==> config.mk <==
export PLATFORM = sky130hd
export DESIGN_NAME = plk_mac
export DESIGN_NICKNAME = d
export VERILOG_FILES = /design/src/rtl/core/plk_pkg.sv /design/src/rtl/core/plk_mac.sv
export SDC_FILE = /design/constraint.sdc
export NUM_CORES = 2
export LEC_CHECK = 0
export ABC_AREA = 1
export ABC_CLOCK_PERIOD_IN_PS = 6200
export BUFFER_PORTS_ARGS = -buffer_cell sky130_fd_sc_hd__buf_2
export CAP_MARGIN = 10
export CORE_AREA = 8 8 213 235
export CTS_BUF_LIST = sky130_fd_sc_hd__clkbuf_4
export DETAILED_ROUTE_END_ITERATION = 12
export DIE_AREA = 0 0 221 243
export PLACE_DENSITY = 0.9
export SETUP_SLACK_MARGIN = 0.15
export SYNTH_ARGS = -nofsm -noshare
export SYNTH_HDL_FRONTEND = slang
export SYNTH_SLANG_ARGS = --single-unit
==> constraint.sdc <==
create_clock -name clk -period 6.2 [get_ports clk]
set_input_delay 0.31 -clock clk [delete_from_list [all_inputs] [get_ports clk]]
set_output_delay 0.31 -clock clk [all_outputs]
set_load 0.01 [all_outputs]
==> src/rtl/core/plk_pkg.sv <==
// Shared types, constants and saturation helpers for the plucked-string voice.
// Used by plk_div, plk_mac and the voice top level in rtl/core; depends on nothing else.
package plk_pkg;

  // Delay line geometry
  localparam int MAX_DELAY = 65536;
  localparam int ADDR_W    = $clog2(MAX_DELAY);
  localparam int LEN_W     = ADDR_W + 1;

  // Field widths
  localparam int SAMPLE_W     = 16;
  localparam int COEF_W       = 16;
  localparam int RATE_W       = 18;
  localparam int PITCH_W      = 20;
  localparam int PITCH_FRAC_W = 4;
  localparam int LP_W         = 18;
  localparam int Y_W          = SAMPLE_W + 4;

  localparam logic [RATE_W-1:0]  RATE_RESET = RATE_W'(48000);
  localparam logic [PITCH_W-1:0] PITCH_MIN  = PITCH_W'(1 << PITCH_FRAC_W);
  localparam logic [COEF_W:0]    COEF_ONE   = (COEF_W + 1)'(1 << (COEF_W - 1));

  // Divider operands: rate in 1/16 Hz over pitch, or position over length
  localparam int DIV_NUM_W = RATE_W + PITCH_FRAC_W;
  localparam int DIV_DEN_W = PITCH_W;
  localparam int DIV_CNT_W = $clog2(DIV_NUM_W + 1);

  // Multiply-accumulate unit
  localparam int MAC_A_W = 32;
  localparam int MAC_B_W = 19;
  localparam int MAC_W   = 52;

  localparam int LP_SHIFT = 28;
  localparam int AP_SHIFT = 15;
  localparam logic signed [MAC_W-1:0] LP_HALF = MAC_W'(1) <<< (LP_SHIFT - 1);
  localparam logic signed [MAC_W-1:0] AP_HALF = MAC_W'(1) <<< (AP_SHIFT - 1);

  localparam int Q17_MAX = (1 << (LP_W - 1)) - 1;
  localparam int Q15_MAX = (1 << (SAMPLE_W - 1)) - 1;

  typedef struct packed {
    logic                 start;
    logic [DIV_NUM_W-1:0] num;
    logic [DIV_DEN_W-1:0] den;
  } div_req_t;

  typedef struct packed {
    logic                 busy;
    logic                 done;
    logic [DIV_NUM_W-1:0] quo;
    logic [DIV_DEN_W-1:0] rem;
  } div_rsp_t;

  typedef struct packed {
    logic                       en;
    logic signed [MAC_A_W-1:0]  a;
    logic signed [MAC_B_W-1:0]  b;
    logic signed [MAC_W-1:0]    addend;
  } mac_req_t;

  function automatic logic signed [LP_W-1:0] sat_q17(input logic signed [MAC_W-1:0] x);
    logic signed [MAC_W-1:0] hi;
    logic signed [MAC_W-1:0] lo;
    hi = MAC_W'(Q17_MAX);
    lo = -hi - MAC_W'(1);
    if (x > hi) begin
      return LP_W'(hi);
    end else if (x < lo) begin
      return LP_W'(lo);
    end
    return LP_W'(x);
  endfunction

  function automatic logic signed [SAMPLE_W-1:0] sat_q15(input logic signed [Y_W-1:0] x);
    logic signed [Y_W-1:0] hi;
    logic signed [Y_W-1:0] lo;
    hi = Y_W'(Q15_MAX);
    lo = -hi - Y_W'(1);
    if (x > hi) begin
      return SAMPLE_W'(hi);
    end else if (x < lo) begin
      return SAMPLE_W'(lo);
    end
    return SAMPLE_W'(x);
  endfunction

endpackage

==> src/rtl/core/plk_mac.sv <==
// Shared signed multiply-add with a registered result, used for all filter products.
// Depends on plk_pkg for operand widths and the request struct.
module plk_mac (
  input  logic                               clk,
  input  plk_pkg::mac_req_t                  req,
  output logic signed [plk_pkg::MAC_W-1:0]   acc
);

  logic signed [plk_pkg::MAC_A_W+plk_pkg::MAC_B_W-1:0] prod;
  logic signed [plk_pkg::MAC_W-1:0]                    acc_r, acc_nxt;

  assign prod    = req.a * req.b;
  assign acc_nxt = plk_pkg::MAC_W'(prod) + req.addend;

  always_ff @(posedge clk) begin
    if (req.en) begin
      acc_r <= acc_nxt;
    end
  end

  assign acc = acc_r;

endmodule

## Yosys cells after proc, flatten, opt, wreduce, memory -nomap -nowiden

Cells that the tools add are included.

| word-level totals | value |
|---|---|
| register bits | 52 |
| input port bits | 105 |
| output and inout bits | 52 |
| word-level logic and storage cells | 3 |

| cells by class | value |
|---|---|
| add/subtract/negate cells | 1 |
| $mul | 1 |

Operator list:

| cell | count |
|---|---|
| $add A51 B52 Y52 | 1 |
| $mul A32 B19 Y51 | 1 |

## Longest topological paths before layout

| logic depth | value |
|---|---|
| depth after elaboration | 2 |
| depth in mapped cells | 31 |
| gate-level depth less buffers | 29 |

## Least setup slack after synthesis

Ideal clock, no wire load.

| timing | value |
|---|---|
| kind | input port to flip-flop |
| start point | in req[102] (netlist name) |
| end point | reg acc_r, in the netlist acc[51] (data pin) |
| library setup time | 0.253 ns |
| arrival time | 6.128 ns |
| required time | 5.947 ns |
| slack | -0.181 ns |
| stages | 28 |
| path buffers | 2 |
| cell sequence | buf_2 -> buf_1 -> nand2_1 -> fa_1 -> inv_1 -> fa_1 -> inv_1 -> fa_1 -> inv_1 -> fa_1 -> fa_1 -> fa_1 -> inv_1 -> fa_1 -> inv_1 -> ha_1 -> nand2_1 -> nor2_1 -> inv_1 -> nor2_2 -> inv_1 -> nor2_1 -> and2_1 -> nand2_1 -> inv_1 -> nor2_1 -> nand2_1 -> nand2_1 |

| on the way | value |
|---|---|
| longest elaborated chain between the ends | 2 |

Ends and longest elaborated chain:

| what | RTL line | text |
|---|---|---|
| from (decl) | plk_mac.sv:5 | `input plk_pkg::mac_req_t req,` |
| $mul A32 B19 Y51 | plk_mac.sv:12 | `assign prod = req.a * req.b;` |
| $add A51 B52 Y52 | plk_mac.sv:13 | `assign acc_nxt = plk_pkg::MAC_W'(prod) + req.addend;` |
| named net acc_nxt, one bit | plk_mac.sv:10 | `logic signed [plk_pkg::MAC_W-1:0] acc_r, acc_nxt;` |
| to (signal assigned) | plk_mac.sv:17 | `acc_r <= acc_nxt;` |
| to (decl) | plk_mac.sv:10 |  |

The timed path passes the listed nets, and every way through them passes these cells.
A chain may end at the register's enable or synchronous reset.

## Worst setup path in the final report

| timing | value |
|---|---|
| start point | in req[56] (netlist name) |
| end point | reg acc_r, in the netlist acc[39] (data pin) |

Same word-level chain as after synthesis.

==> impl_metrics.toml <==
[outcome]
outcome = "complete, but fails checks"
violations = "design-rule violations"

[routing]
routed-via-count = 23300
drt_first_pass_iters = 10
routed_via_density = 5.38
drt_iter0_markers = 2080
ant_nets = 0
wl_um = 82900
route.detailed.drc = 2
routedWlPerCell_um = 19.1

[worst_setup_path]
worst_setup_path_end_kind = "register"
worstPathRequired_ns = 6.39
cp_slowest_cell = "fa_1"
startpoint = "req[56]"
crit_buf_inv = 9
slowest_delay_ns = 0.59
crit_type = "in2reg"
cp.depth = 25
worst_path_dominant_cell_family = "adder cells"
cpMostUsedCell = "fa_1"
setup.worst_path.end = "acc[39]$_DFFE_PP_"
worst-path-max-fanout = 9
arrival_ns = 6.26
start_kind = "primary input"

[yosys]
synth_nets = 4327
synthAdderAreaFrac_pct = 55.9
ys.flop_type = "edfxtp_1"
netlist_area_mm2 = 0.0268
yosys_warnings = 0
ys_top_cells_by_area = "fa_1 49%, inv_1 17%, nand2_1 13%"
yosys-top-cells-count = "1181 x inv_1, 894 x nand2_1, 654 x fa_1"
synth_cells = 3416
synth-edff-count = 52
postSynth.asyncResetShare_pct = 0
yosysMostFrequentCell = "inv_1"
synth_top_family_by_area = "adder cells"
synth_top_area_cell = "fa_1"
synth_xor_area_share_pct = 1.21
synth.distinct_cells = 36
synth_compound_area_share_pct = 2.07
synth_simple_gate_area_share_pct = 16.7
yosysSeqAreaShare_pct = 5.82
synth_top_area_share_pct = 48.8
ys_ff_latch = 52
avgSynthCellArea_um2 = 7.85
synthMuxAreaShare_pct = 0

[sta]
maxSlewViolCount = 0
max_freq_ghz = 0.165
rsz0062_at_grt = "yes"
fin_crit_sh_pct = 97.9
tns_ns = 0
relSlewSlack_pct = 51.8
worst_pin_slew_ns = 0.722
setup_viol = 0
hold_violations = 0
finalCriticalPeriod_ns = 6.07

[final_layout]
drive_above_1_share_pct = 15.6
regArea_mm2 = 0.00156
multiInputGateArea_mm2 = 0.0208
largest_register_ffs = 52
fillers = 3317
area_growth_pct = 15.6
finalInstanceArea_mm2 = 0.0310
fin_nets = 4649
final_util_pct = 67.1

[floorplan]
placeableCoreArea_mm2 = 0.0462
die_x_um = 221
rows = 83
start_util_pct = 58.0
die-area_mm2 = 0.0537
boundaryPins = 157
die_h_um = 243

[clock_network]
clkTransAtPathRegs_ns = 0.19
cts.sink_count = 52
clock_tree.buffer_depth = 2
cts_tree = "built"
cts_htree_levels = 2
cts_made_buffers = 5
cts-root-buf = "clkbuf_4"

[flow_run]
maxCapViolations = 0

[grt]
overflow = 0
grt_pass1_wl_um = 131000
antenna_found_initial = 0
grt_usage_pct = 30.6
first_global_vias = 26400
grt_start_max_net_pins = 53

[placement]
dpl_cell_area_mm2 = 0.0303
place.gp.congestion = 1.02
io_buffers = 156
dp.final_hpwl_um = 70200

[hold_path]
min_path_type = "in2reg"
==> layout make-up <==
type / count / area share, %
Clock buffer: 5 / 0.121
Timing Repair Buffer: 437 / 10.8
Clock inverter: 3 / 0.0888
Sequential cell: 52 / 5.04
Multi-Input combinational cell: 2056 / 67.2
Tap cell: 595 / 2.40
Inverter: 1186 / 14.4
Antenna cell: 1 / 0.00807
==> metrics by stage <==
step           hold slack (ns)  worst slack, ns  cells
2_1_floorplan            0.422            0.151   3416
3_5_place_dp             0.625           -0.440   4317
4_1_cts                  0.201            0.203   4327
6_report                 0.199            0.131   4335
5_1_grt                  0.196          0.00512   4334
3_3_place_gp             0.610           -0.385   4317
==> metal layers <==
layer	vias to the layer above	global-route usage, %	wire length, µm
li1	10000	-	-
met1	11300	32.0	26300
met2	1436	55.3	41900
met3	549	6.75	8130
met4	0	19.5	6520
met5	-	0	0
==> kinds of logic (layout without fill, tap and decap cells) <==
logic type | count (synthesis) | after routing
and+or+nand+nor | 1111 | 1111
xor gates and xnor gates | 37 | 37
DFF | 52 | 52
AOI/OAI and AO/OA | 102 | 102
other | 0 | 1
buffers and inverters | 1308 | 1631
adders and majority gates | 806 | 806
==> repair_timing <==
action / CTS / global route
setup endpoints to repair: 7 / 39
hold buffers: 0 / 0
buffers inserted: 2 / 6
gates cloned: 0 / 1
pin swaps: 1 / 16
gates resized for setup: 5 / 128
==> worst min path at each step <==
stage	startpoint	endpoint	slack, ns	depth (start not counted)
floorplan	req[103]	acc[0]$_DFFE_PP_	0.42	0
global placement	req[0]	acc[0]$_DFFE_PP_	0.61	2
finish	req[0]	acc[0]$_DFFE_PP_	0.20	2
detailed placement	req[0]	acc[0]$_DFFE_PP_	0.62	2
CTS	req[0]	acc[0]$_DFFE_PP_	0.20	2
global route	req[0]	acc[0]$_DFFE_PP_	0.20	2
==> cells in the final DEF (no fill, tap or decap), types with 8 or more instances in the layout <==
| cell type | count |
|---|---|
| inv_1 | 1178 |
| nand2_1 | 879 |
| fa_1 | 647 |
| buf_4 | 250 |
| buf_2 | 137 |
| ha_1 | 135 |
| nor2_1 | 75 |
| edfxtp_1 | 52 |
| nand3_1 | 44 |
| a21oi_1 | 42 |
| nand2_2 | 33 |
| xor2_1 | 29 |
| buf_12 | 28 |
| nor2_2 | 20 |
| o21ai_0 | 19 |
| clkbuf_4 | 19 |
| nand4_1 | 18 |
| a21oi_2 | 16 |
| ha_4 | 13 |
| o21ai_1 | 10 |
| nor2_4 | 8 |
| inv_2 | 8 |
| o21bai_1 | 8 |
Power is not shown: default switching activity piles up to over one toggle a cycle in this logic, so the estimate is an artifact.
