===== src/rtl/core/plk_pkg.sv =====
// Shared types, constants and saturation helpers for the plucked-string voice.
// Used by plk_div, plk_mac and the voice top level in rtl/core; depends on nothing else.
package plk_pkg;

  // Delay line geometry
  localparam int MAX_DELAY = 65536;
  localparam int ADDR_W    = $clog2(MAX_DELAY);
  localparam int LEN_W     = ADDR_W + 1;

  // Field widths
  localparam int SAMPLE_W     = 16;
  localparam int COEF_W       = 16;
  localparam int RATE_W       = 18;
  localparam int PITCH_W      = 20;
  localparam int PITCH_FRAC_W = 4;
  localparam int LP_W         = 18;
  localparam int Y_W          = SAMPLE_W + 4;

  localparam logic [RATE_W-1:0]  RATE_RESET = RATE_W'(48000);
  localparam logic [PITCH_W-1:0] PITCH_MIN  = PITCH_W'(1 << PITCH_FRAC_W);
  localparam logic [COEF_W:0]    COEF_ONE   = (COEF_W + 1)'(1 << (COEF_W - 1));

  // Divider operands: rate in 1/16 Hz over pitch, or position over length
  localparam int DIV_NUM_W = RATE_W + PITCH_FRAC_W;
  localparam int DIV_DEN_W = PITCH_W;
  localparam int DIV_CNT_W = $clog2(DIV_NUM_W + 1);

  // Multiply-accumulate unit
  localparam int MAC_A_W = 32;
  localparam int MAC_B_W = 19;
  localparam int MAC_W   = 52;

  localparam int LP_SHIFT = 28;
  localparam int AP_SHIFT = 15;
  localparam logic signed [MAC_W-1:0] LP_HALF = MAC_W'(1) <<< (LP_SHIFT - 1);
  localparam logic signed [MAC_W-1:0] AP_HALF = MAC_W'(1) <<< (AP_SHIFT - 1);

  localparam int Q17_MAX = (1 << (LP_W - 1)) - 1;
  localparam int Q15_MAX = (1 << (SAMPLE_W - 1)) - 1;

  typedef struct packed {
    logic                 start;
    logic [DIV_NUM_W-1:0] num;
    logic [DIV_DEN_W-1:0] den;
  } div_req_t;

  typedef struct packed {
    logic                 busy;
    logic                 done;
    logic [DIV_NUM_W-1:0] quo;
    logic [DIV_DEN_W-1:0] rem;
  } div_rsp_t;

  typedef struct packed {
    logic                       en;
    logic signed [MAC_A_W-1:0]  a;
    logic signed [MAC_B_W-1:0]  b;
    logic signed [MAC_W-1:0]    addend;
  } mac_req_t;

  function automatic logic signed [LP_W-1:0] sat_q17(input logic signed [MAC_W-1:0] x);
    logic signed [MAC_W-1:0] hi;
    logic signed [MAC_W-1:0] lo;
    hi = MAC_W'(Q17_MAX);
    lo = -hi - MAC_W'(1);
    if (x > hi) begin
      return LP_W'(hi);
    end else if (x < lo) begin
      return LP_W'(lo);
    end
    return LP_W'(x);
  endfunction

  function automatic logic signed [SAMPLE_W-1:0] sat_q15(input logic signed [Y_W-1:0] x);
    logic signed [Y_W-1:0] hi;
    logic signed [Y_W-1:0] lo;
    hi = Y_W'(Q15_MAX);
    lo = -hi - Y_W'(1);
    if (x > hi) begin
      return SAMPLE_W'(hi);
    end else if (x < lo) begin
      return SAMPLE_W'(lo);
    end
    return SAMPLE_W'(x);
  endfunction

endpackage


===== src/rtl/core/plk_div.sv =====
// Restoring unsigned divider, one quotient bit per cycle.
// Depends on plk_pkg for operand widths and the request/response structs.
module plk_div (
  input  logic               clk,
  input  logic               rst_n,
  input  plk_pkg::div_req_t  req,
  output plk_pkg::div_rsp_t  rsp
);

  logic                          busy_r, busy_nxt;
  logic                          done_r, done_nxt;
  logic [plk_pkg::DIV_CNT_W-1:0] cnt_r, cnt_nxt;
  logic [plk_pkg::DIV_NUM_W-1:0] num_r, num_nxt;
  logic [plk_pkg::DIV_DEN_W-1:0] den_r, den_nxt;
  logic [plk_pkg::DIV_DEN_W-1:0] rem_r, rem_nxt;
  logic [plk_pkg::DIV_DEN_W+1:0] trial;

  // The dividend shifts out at the top while quotient bits shift in below.
  always_comb begin
    busy_nxt = busy_r;
    done_nxt = 1'b0;
    cnt_nxt  = cnt_r;
    num_nxt  = num_r;
    den_nxt  = den_r;
    rem_nxt  = rem_r;
    trial    = {1'b0, rem_r, num_r[plk_pkg::DIV_NUM_W-1]} - {2'b00, den_r};
    if (req.start) begin
      busy_nxt = 1'b1;
      cnt_nxt  = plk_pkg::DIV_CNT_W'(plk_pkg::DIV_NUM_W);
      num_nxt  = req.num;
      den_nxt  = req.den;
      rem_nxt  = '0;
    end else if (busy_r) begin
      if (!trial[plk_pkg::DIV_DEN_W+1]) begin
        rem_nxt = trial[plk_pkg::DIV_DEN_W-1:0];
        num_nxt = {num_r[plk_pkg::DIV_NUM_W-2:0], 1'b1};
      end else begin
        rem_nxt = {rem_r[plk_pkg::DIV_DEN_W-2:0], num_r[plk_pkg::DIV_NUM_W-1]};
        num_nxt = {num_r[plk_pkg::DIV_NUM_W-2:0], 1'b0};
      end
      cnt_nxt = cnt_r - plk_pkg::DIV_CNT_W'(1);
      if (cnt_r == plk_pkg::DIV_CNT_W'(1)) begin
        busy_nxt = 1'b0;
        done_nxt = 1'b1;
      end
    end
  end

  always_ff @(posedge clk) begin
    if (!rst_n) begin
      busy_r <= 1'b0;
      done_r <= 1'b0;
      cnt_r  <= '0;
    end else begin
      busy_r <= busy_nxt;
      done_r <= done_nxt;
      cnt_r  <= cnt_nxt;
    end
    num_r <= num_nxt;
    den_r <= den_nxt;
    rem_r <= rem_nxt;
  end

  assign rsp.busy = busy_r;
  assign rsp.done = done_r;
  assign rsp.quo  = num_r;
  assign rsp.rem  = rem_r;

endmodule


===== config.mk =====
export PLATFORM = sky130hd
export DESIGN_NAME = plk_div
export DESIGN_NICKNAME = d
export VERILOG_FILES = /design/src/rtl/core/plk_pkg.sv /design/src/rtl/core/plk_div.sv
export SDC_FILE = /design/constraint.sdc
export NUM_CORES = 1
export LEC_CHECK = 0
export BUFFER_PORTS_ARGS = -buffer_cell sky130_fd_sc_hd__buf_2
export CAP_MARGIN = 20
export CORE_AREA = 2 2 89 91
export CTS_CLUSTER_DIAMETER = 30
export DETAILED_ROUTE_END_ITERATION = 16
export DIE_AREA = 0 0 91 93
export HOLD_SLACK_MARGIN = 0.1
export PLACE_DENSITY = 0.91
export SETUP_SLACK_MARGIN = 0.5
export SLEW_MARGIN = 30
export SYNTH_ARGS = -nofsm -noshare
export SYNTH_HDL_FRONTEND = slang
export SYNTH_SLANG_ARGS = --single-unit

===== constraint.sdc =====
create_clock -name clk -period 2.5 [get_ports clk]
set_input_delay 0.25 -clock clk [delete_from_list [all_inputs] [get_ports clk]]
set_output_delay 0.25 -clock clk [all_outputs]
set_load 0.01 [all_outputs]

* After elaboration in Yosys (flattened, before gate mapping)
Index checks and enable logic that the tools add are counted.
** Word-level totals
- Bits in registers :: 69
- Logic and storage cells :: 25
** Operators by class
- Eq/ne operators :: 1
- Bitwise operators :: 2
- Multiplexer cells :: 10
- Add/sub/neg operators :: 2
- Reduce and logical (&&, ||, !) cells :: 3
** Operators with widths (count)
- two-way mux 22 bit :: 2
- subtractor 21 x 20 -> 22 bit :: 1
- two-way mux 20 bit :: 1
- two-way mux 5 bit :: 2
- equality test 5 x 1 -> 1 bit, second input constant :: 1
- two-way mux 1 bit :: 5
- subtractor 5 x 1 -> 5 bit, second input constant :: 1
- OR reduction 3 bit :: 1
- inverter 1 bit :: 2
- nonzero test 2 bit :: 1
- OR reduction 2 bit :: 1

* Depth between registers and ports, before layout
Gate-level depths: netlist (run 1).
- Depth in word-level cells :: 4
- Mapped depth :: 11

* Least setup slack after synthesis (run 1)
No wires, ideal clock.
- Kind :: flip-flop to flip-flop
- Start point :: reg num_r[21] (netlist name)
- End point :: reg rem_r[16] (netlist name)
- Cell stages (with the launch flop) :: 10
- Setup slack :: 278 ps
- Arrival :: 2153 ps
- Library setup time :: 69 ps
- Period minus slack after synthesis :: 2222 ps
- Cells stage by stage :: edfxtp_1 > inv_1 > ha_1 > fa_1 > nand2b_1 > a21o_1 > a21oi_1 > a311oi_1 > a311o_1 > o21ai_1
** Between the ends
- Word-level cells in the longest chain between the ends :: 2
** Ends and longest elaborated chain
- from (decl) :: RTL line plk_div.sv:13 : logic [plk_pkg::DIV_NUM_W-1:0] num_r, num_nxt;
- from (signal assigned) :: RTL line plk_div.sv:59 : num_r <= num_nxt;
- subtractor 21 x 20 -> 22 bit :: RTL line plk_div.sv:26 : trial = {1'b0, rem_r, num_r[plk_pkg::DIV_NUM_W-1]} - {2'b00, den_r};
- two-way mux 20 bit :: RTL line plk_div.sv:34 : if (!trial[plk_pkg::DIV_DEN_W+1]) begin
- to (signal assigned) :: RTL line plk_div.sv:61 : rem_r <= rem_nxt;
- to (decl) :: RTL line plk_div.sv:15 : logic [plk_pkg::DIV_DEN_W-1:0] rem_r, rem_nxt;
Every way passes these cells.
A chain may end at the register's enable or synchronous reset.

* Final worst setup path (run 1)
- Start point :: reg den_r[7] (netlist name)
- End point :: reg rem_r[2] (netlist name)
** Between the ends
- Word-level cells in the longest chain between the ends :: 2
** Ends and longest elaborated chain
- from (decl) :: RTL line plk_div.sv:14 : logic [plk_pkg::DIV_DEN_W-1:0] den_r, den_nxt;
- from (signal assigned) :: RTL line plk_div.sv:60 : den_r <= den_nxt;
- subtractor 21 x 20 -> 22 bit :: RTL line plk_div.sv:26
- two-way mux 20 bit :: RTL line plk_div.sv:34
Every way passes these cells.

==> results.json, run 1 <==
{
  "wl_mm": 11.95,
  "synthMuxAreaShare": 0.06340,
  "synth_top_family_by_area": "compound AO/OA/AOI/OAI gates",
  "setup_viol": 0,
  "syn_area_per_cell_um2": 10.24,
  "drc": 0,
  "synth-simple-area-share": 0.1397,
  "synth_area_mm2": 0.004065,
  "crit_type": "register to register",
  "path_clk_slew_ns": 0.08,
  "layout-drive-gt1-share": 0.4420,
  "cap_violations": 0,
  "async_flop_share": 0,
  "worst-path-max-fanout": 5,
  "seq_power_share": 0.457,
  "antennaDiodeCount": 0,
  "start_util": 0.5401,
  "share_comb_of_total_power": 0.255,
  "overflow": 0,
  "firstDrtPassIters": 9,
  "clock_skew_ns": 0.01650,
  "cts_tree": "done",
  "tightestPinTransition_ns": 0.9005,
  "synth_xor_area_frac": 0.03016,
  "fill_cells": 489,
  "power.density_mw_per_mm2": 527.8,
  "gp_congestion": 0.9379,
  "hpwl_mm": 7.144,
  "grt_max_degree": 37,
  "pin_count": 89,
  "grt_pass1_vias": 3716,
  "ys.flop_type": "edfxtp_1",
  "dieArea_mm2": 0.008463,
  "synthTopCellsByArea": "edfxtp_1 31%, dfxtp_1 13%, ha_1 6.8%, mux2_2 6.1%, a21oi_1 2.7%",
  "vias": 4001,
  "postSynthCellCount": 397,
  "die_y_um": 93,
  "period_needed_ns": 2.454,
  "grt_pass1_wl_mm": 17.64,
  "p_clk_frac": 0.289,
  "power.leakage_nw": 2.310,
  "synth_compound_area_frac": 0.1988,
  "yosysWarnings": 0,
  "cp_slowest_cell": "ha_2",
  "grt.total_usage": 0.2623,
  "final_area_mm2": 0.005660,
  "layout_commonest_cell": "buf_2",
  "layout_common_cells": "88 x buf_2, 42 x edfxtp_1, 32 x buf_4",
  "path_cells": "inv_1 -> ha_2 -> nand4_1 -> nor2_2 -> nor3_4 -> buf_4 -> a21oi_4 -> buf_6 -> o21ai_1 -> a311oi_1",
  "cts_sinks": 69,
  "max_slew_margin": 0.3974,
  "final-hold-violation-count": 0,
  "rows": 32,
  "die_w_um": 91,
  "sw_frac_of_total": 0.3120,
  "syn_nets": 465,
  "end_kind": "register",
  "antenna_found_initial": 0,
  "outcome": "finished clean",
  "cp-start-kind": "register",
  "critical_path.max_stage_delay_ns": 0.39,
  "tns_ns": 0,
  "insertion_delay_ns": 0.36,
  "ys_ff_latch": 69,
  "via_per_inst": 6.203,
  "dr.first_iter.drc_count": 515,
  "power_switching_uw": 932.0,
  "nets": 606,
  "ir_worst_vdd_mv": 0.4020,
  "synthToLayoutAreaGrowth_pct": 39.24,
  "synth_edf_count": 42,
  "wl_per_cell_um": 18.52,
  "maxSlewViolCount": 0,
  "synth_area_leader_cell": "edfxtp_1",
  "root_buffer": "clkbuf_8",
  "coreArea_mm2": 0.007527,
  "htree_levels": 3,
  "cts_made_buffers": 9,
  "hold_path_class": "input pin to register",
  "synth_top_area_share": 0.3102,
  "yosysSeqAreaShare": 0.4432,
  "route.antenna.remaining_nets": 0,
  "timing.fmax_mhz": 407.5,
  "io_buffer_count": 88,
  "cp.required_ns": 2.73,
  "post-route-period-util": 0.9816,
  "whs_ns": 0.1713,
  "clock_path_buffers": 2,
  "rsz0062_at_grt": "yes",
  "synth-adder-area-share": 0.07264,
  "ys_types": 64,
  "r2r_slack_ns": 0.05,
  "p_int_mw": 2.055,
  "cp_data_arrival_time_ns": 2.69,
  "post_dp_cell_area_mm2": 0.004731
}
-- final timing paths --
path | startpoint | end | depth (start not counted)
max | den_r[7] | rem_r[2] | 10
min | rst_n | cnt_r[1] | 2
max reg2reg | den_r[7] | rem_r[2] | 10
min reg2reg | rem_r[17] | rem_r[17] | 2
-- kinds of logic after synthesis --
kind of cell / count (synthesis)
muxes: 23
AOI/OAI and AO/OA: 113
DFF: 69
buffers and inverters: 47
adders and majority gates: 23
xor gates and xnor gates: 14
and+or+nand+nor: 108
-- flip-flops by register name, indices dropped and copies added, names as in the netlist --
name	count
rem_r	20
den_r	20
busy_r	1
done_r	1
num_r	22
cnt_r	5
-- power by group through the flow --
stage	sequential [mW]	combinational, mW	clock, mW
after CTS	1.36	0.667	0.882
final	1.36	0.760	0.863
after detailed placement	1.38	0.586	0
after global placement	1.38	0.572	0
after global routing	1.37	0.812	0.928
after floorplan	1.40	0.379	0
-- repair_timing --
item,CTS,global route
pin swaps,20,18
setup buffers,15,9
cloned,1,0
gates resized for setup,46,28
hold endpoints to repair,20,0
hold buffers,20,0
setup endpoints to repair,21,21
-- cell usage after synthesis (2+ instances only) --
cell       number
and2_1          9
nand4b_1        2
nor3_1          5
a31oi_1         5
xor2_1          6
mux2_2         22
a311oi_1        7
ha_1           22
edfxtp_1       42
nand2b_1        4
a21oi_1        22
nand3_1         9
nand2_1        28
dfxtp_1        27
o31a_1          3
a311oi_2        2
xnor2_1         8
inv_1          26
o21ai_1         6
a311o_1         2
o211ai_1       10
a41oi_1         2
o2111ai_1       4
nor4_1          3
o311ai_1        2
buf_4           2
a21oi_2         3
a211oi_1        2
nand4_1         8
buf_1           2
a21o_1          6
a21boi_0        3
a211o_1         2
nor2_1         26
o31ai_1         3
o311ai_0        2
or3_1           2
o21ai_0        13
clkbuf_1       10
buf_6           3
o21a_1          6
buf_2           4
-- metal layers --
layer | global-route usage | up-vias | routed length (um)
li1 | - | 1775 | -
met3 | 0.07010 | 71 | 1183
met2 | 0.4340 | 298 | 5742
met5 | 0 | - | 0
met4 | 0.1073 | 0 | 481
met1 | 0.3272 | 1857 | 4540
-- critical path: cells and delay by family, from the launching register on --
kind | cells | cell delay [ns]
compound gates | 3 | 0.66
fa+ha+maj | 1 | 0.39
flops | 1 | 0.35
buf+inv | 3 | 0.39
simple gates | 3 | 0.56
-- layout make-up --
type	instances	area [um2]	area share
sequential	69	1808	0.3194
timing repair buffer	150	993.5	0.1755
inverter	26	97.59	0.01724
clock buffer	10	137.6	0.02431
multi-input combinational	282	2451	0.4330
tap	102	127.6	0.02255
clock inverter	6	45.04	0.007958
-- metrics by stage --
stage	util	total power, mW	setup slack [ns]	cells
after floorplan	-	1.774	0.4055	397
after global placement	0.6285	1.951	0.1795	584
after detailed placement	0.6285	1.967	0.1161	584
after CTS	0.7219	2.908	0.2475	636
after global routing	0.7520	3.114	-0.02646	645
final	0.7520	2.987	0.04591	645
Note: power is estimated with default switching activity, not from simulation.
==> run 2, diff against run 1 <==
==> constraint.sdc (replaced) <==
create_clock -name clk -period 3 [get_ports clk]
set_input_delay 0.3 -clock clk [delete_from_list [all_inputs] [get_ports clk]]
set_output_delay 0.3 -clock clk [all_outputs]
set_load 0.1 [all_outputs]
==> run 2 against run 1 <==
  * Combinational power grew 4.5%
  * Critical endpoint is now rem_r[8]
  * Hold slack lost 0.053 ns
  * Cell area shrank 14%
==> results.json, run 2 (same netlist as run 1, synthesis figures left out) <==
{
  "outcome": "finished clean",
  "r2r_cells": 9,
  "final-hold-violation-count": 0,
  "r2r_start": "den_r[1]",
  "clock_skew_ns": 0.01927,
  "cap_violations": 0,
  "wl_per_cell_um": 17.61,
  "crit_type": "register to register",
  "post-route-period-util": 0.8412,
  "cp_data_arrival_time_ns": 2.77,
  "coreArea_mm2": 0.007527,
  "synthToLayoutAreaGrowth_pct": 20.16,
  "grt_pass1_vias": 3412,
  "cp-start-kind": "register",
  "layout_setup_ws_ns": 0.4764,
  "clock_path_buffers": 2,
  "wl_mm": 10.39,
  "firstDrtPassIters": 5,
  "r2r_slack_ns": 0.48,
  "cp_slowest_cell": "a211o_1",
  "end_kind": "register",
  "grt_pass1_wl_mm": 16.55,
  "largest_register_ffs": 22,
  "pin_count": 89,
  "antennaDiodeCount": 0,
  "cts_tree": "done",
  "overflow": 0,
  "fill_cells": 604,
  "timing.fmax_mhz": 396.3,
  "vias": 3569,
  "nets": 551,
  "die_y_um": 93,
  "io_buffer_count": 88,
  "hold_path_class": "input pin to register",
  "power.leakage_nw": 2.026,
  "max_slew_margin": 0.4628,
  "layout_common_cells": "88 x buf_2, 42 x edfxtp_1, 28 x nand2_1",
  "grt_max_degree": 33,
  "cts_sinks": 69,
  "insertion_delay_ns": 0.35,
  "ir_worst_vdd_mv": 0.4661,
  "layout-drive-gt1-share": 0.3689,
  "cts_made_buffers": 9,
  "start_util": 0.5401,
  "path_clk_slew_ns": 0.08,
  "gp_congestion": 0.9494,
  "crit_end": "rem_r[8]",
  "period_needed_ns": 2.524,
  "r2r_end": "rem_r[8]",
  "path_cells": "inv_1 -> ha_1 -> nor2b_2 -> o2111ai_2 -> a211o_1 -> a21o_4 -> buf_4 -> a211o_1 -> a311oi_2",
  "critPathLaunch": "den_r[1]",
  "grt.total_usage": 0.2473,
  "drc": 0,
  "die_w_um": 91,
  "route.antenna.remaining_nets": 0,
  "tightestPinTransition_ns": 0.8009,
  "cp.required_ns": 3.25,
  "cpMostUsedCell": "a211o_1",
  "layout_commonest_cell": "buf_2",
  "rows": 32,
  "maxSlewViolCount": 0,
  "dieArea_mm2": 0.008463,
  "setup_viol": 0,
  "regMostFlops": "num_r",
  "dr.first_iter.drc_count": 285,
  "tns_ns": 0,
  "htree_levels": 3,
  "hpwl_mm": 7.517,
  "worst-path-max-fanout": 11,
  "antenna_found_initial": 0,
  "place_ws_ns": 0.3652,
  "largestRegisters": "num_r x22, den_r x20, rem_r x20",
  "rsz0062_at_grt": "yes",
  "root_buffer": "clkbuf_8",
  "via_per_inst": 6.049,
  "power.density_mw_per_mm2": 550.9,
  "critical_path.max_stage_delay_ns": 0.41
}
run 2: changes by cell type in the layout (fill, tap and decap cells not counted), moves of 4 or more:
| cell | change |
|---|---|
| buf_6 | -10 |
| dfxtp_1 | -13 |
| dfxtp_2 | +13 |
| ha_1 | +11 |
| buf_4 | -24 |
| dlygate4sd3_1 | -20 |
| ha_4 | -11 |
| o21ai_0 | +4 |
run 2: layout make-up:
class,count,area [um2],share of cell area
repair buffers,96,500.5,0.1025
clock inverters,3,45.04,0.009221
flip-flops and latches,69,1824,0.3735
inverters,26,97.59,0.01998
well taps,102,127.6,0.02613
clock buffers,13,148.9,0.03048
multi-input cells,281,2141,0.4383
run 2: stage by stage:
step                      hold WS (ns)  utilization  instances  instance area (um2)  power (mW)
after global routing            0.1166       0.6489        590                 4885       2.790
final                           0.1181       0.6489        590                 4885       2.691
after CTS                       0.1152       0.6408        589                 4823       2.678
after global placement          0.4762       0.6129        571                 4613       1.898
after detailed placement        0.4786       0.6129        571                 4613       1.916
after floorplan                 0.3989            -        397                 4121       1.763
run 2: per-layer routing:
| layer | global-route usage | up-vias | part of all wire |
|---|---|---|---|
| li1 | - | 1663 | - |
| met1 | 0.3274 | 1677 | 0.43 |
| met2 | 0.3914 | 197 | 0.46 |
| met3 | 0.04754 | 32 | 0.075 |
| met4 | 0.1212 | 0 | 0.032 |
| met5 | 0 | - | 0 |
run 2: timing repair:
action / in CTS / in global routing
buffers inserted: 2 / 1
hold buffers: 0 / 0
resized for setup: 2 / 12
endpoints found under the setup margin: 11 / 16
pin swaps: 1 / 1
run 2: report_power, final:
part	leakage (nW)	total, mW	switching, mW	internal (mW)
clock	0.0899	0.763	0.355	0.408
sequential	0.646	1.13	0.0444	1.09
combinational	1.29	0.794	0.580	0.214
total	2.03	2.69	0.979	1.71
run 2: critical path: cells and delay by family, from the launching register on:
family          cells  cell delay [ns]
simple gates        1             0.18
flops               1             0.38
buf+inv             2             0.25
compound gates      5             1.36
fa+ha+maj           1             0.26
run 2: worst min path at each step:
stage / startpoint / endpoint / slack [ns] / cells past startpoint
6_report: req[5] / den_r[5] / 0.12 / 1
2_1_floorplan: req[0] / den_r[0] / 0.40 / 0
3_3_place_gp: req[4] / den_r[4] / 0.48 / 1
3_5_place_dp: req[11] / den_r[11] / 0.48 / 1
4_1_cts: req[5] / den_r[5] / 0.12 / 1
5_1_grt: req[7] / den_r[7] / 0.12 / 1
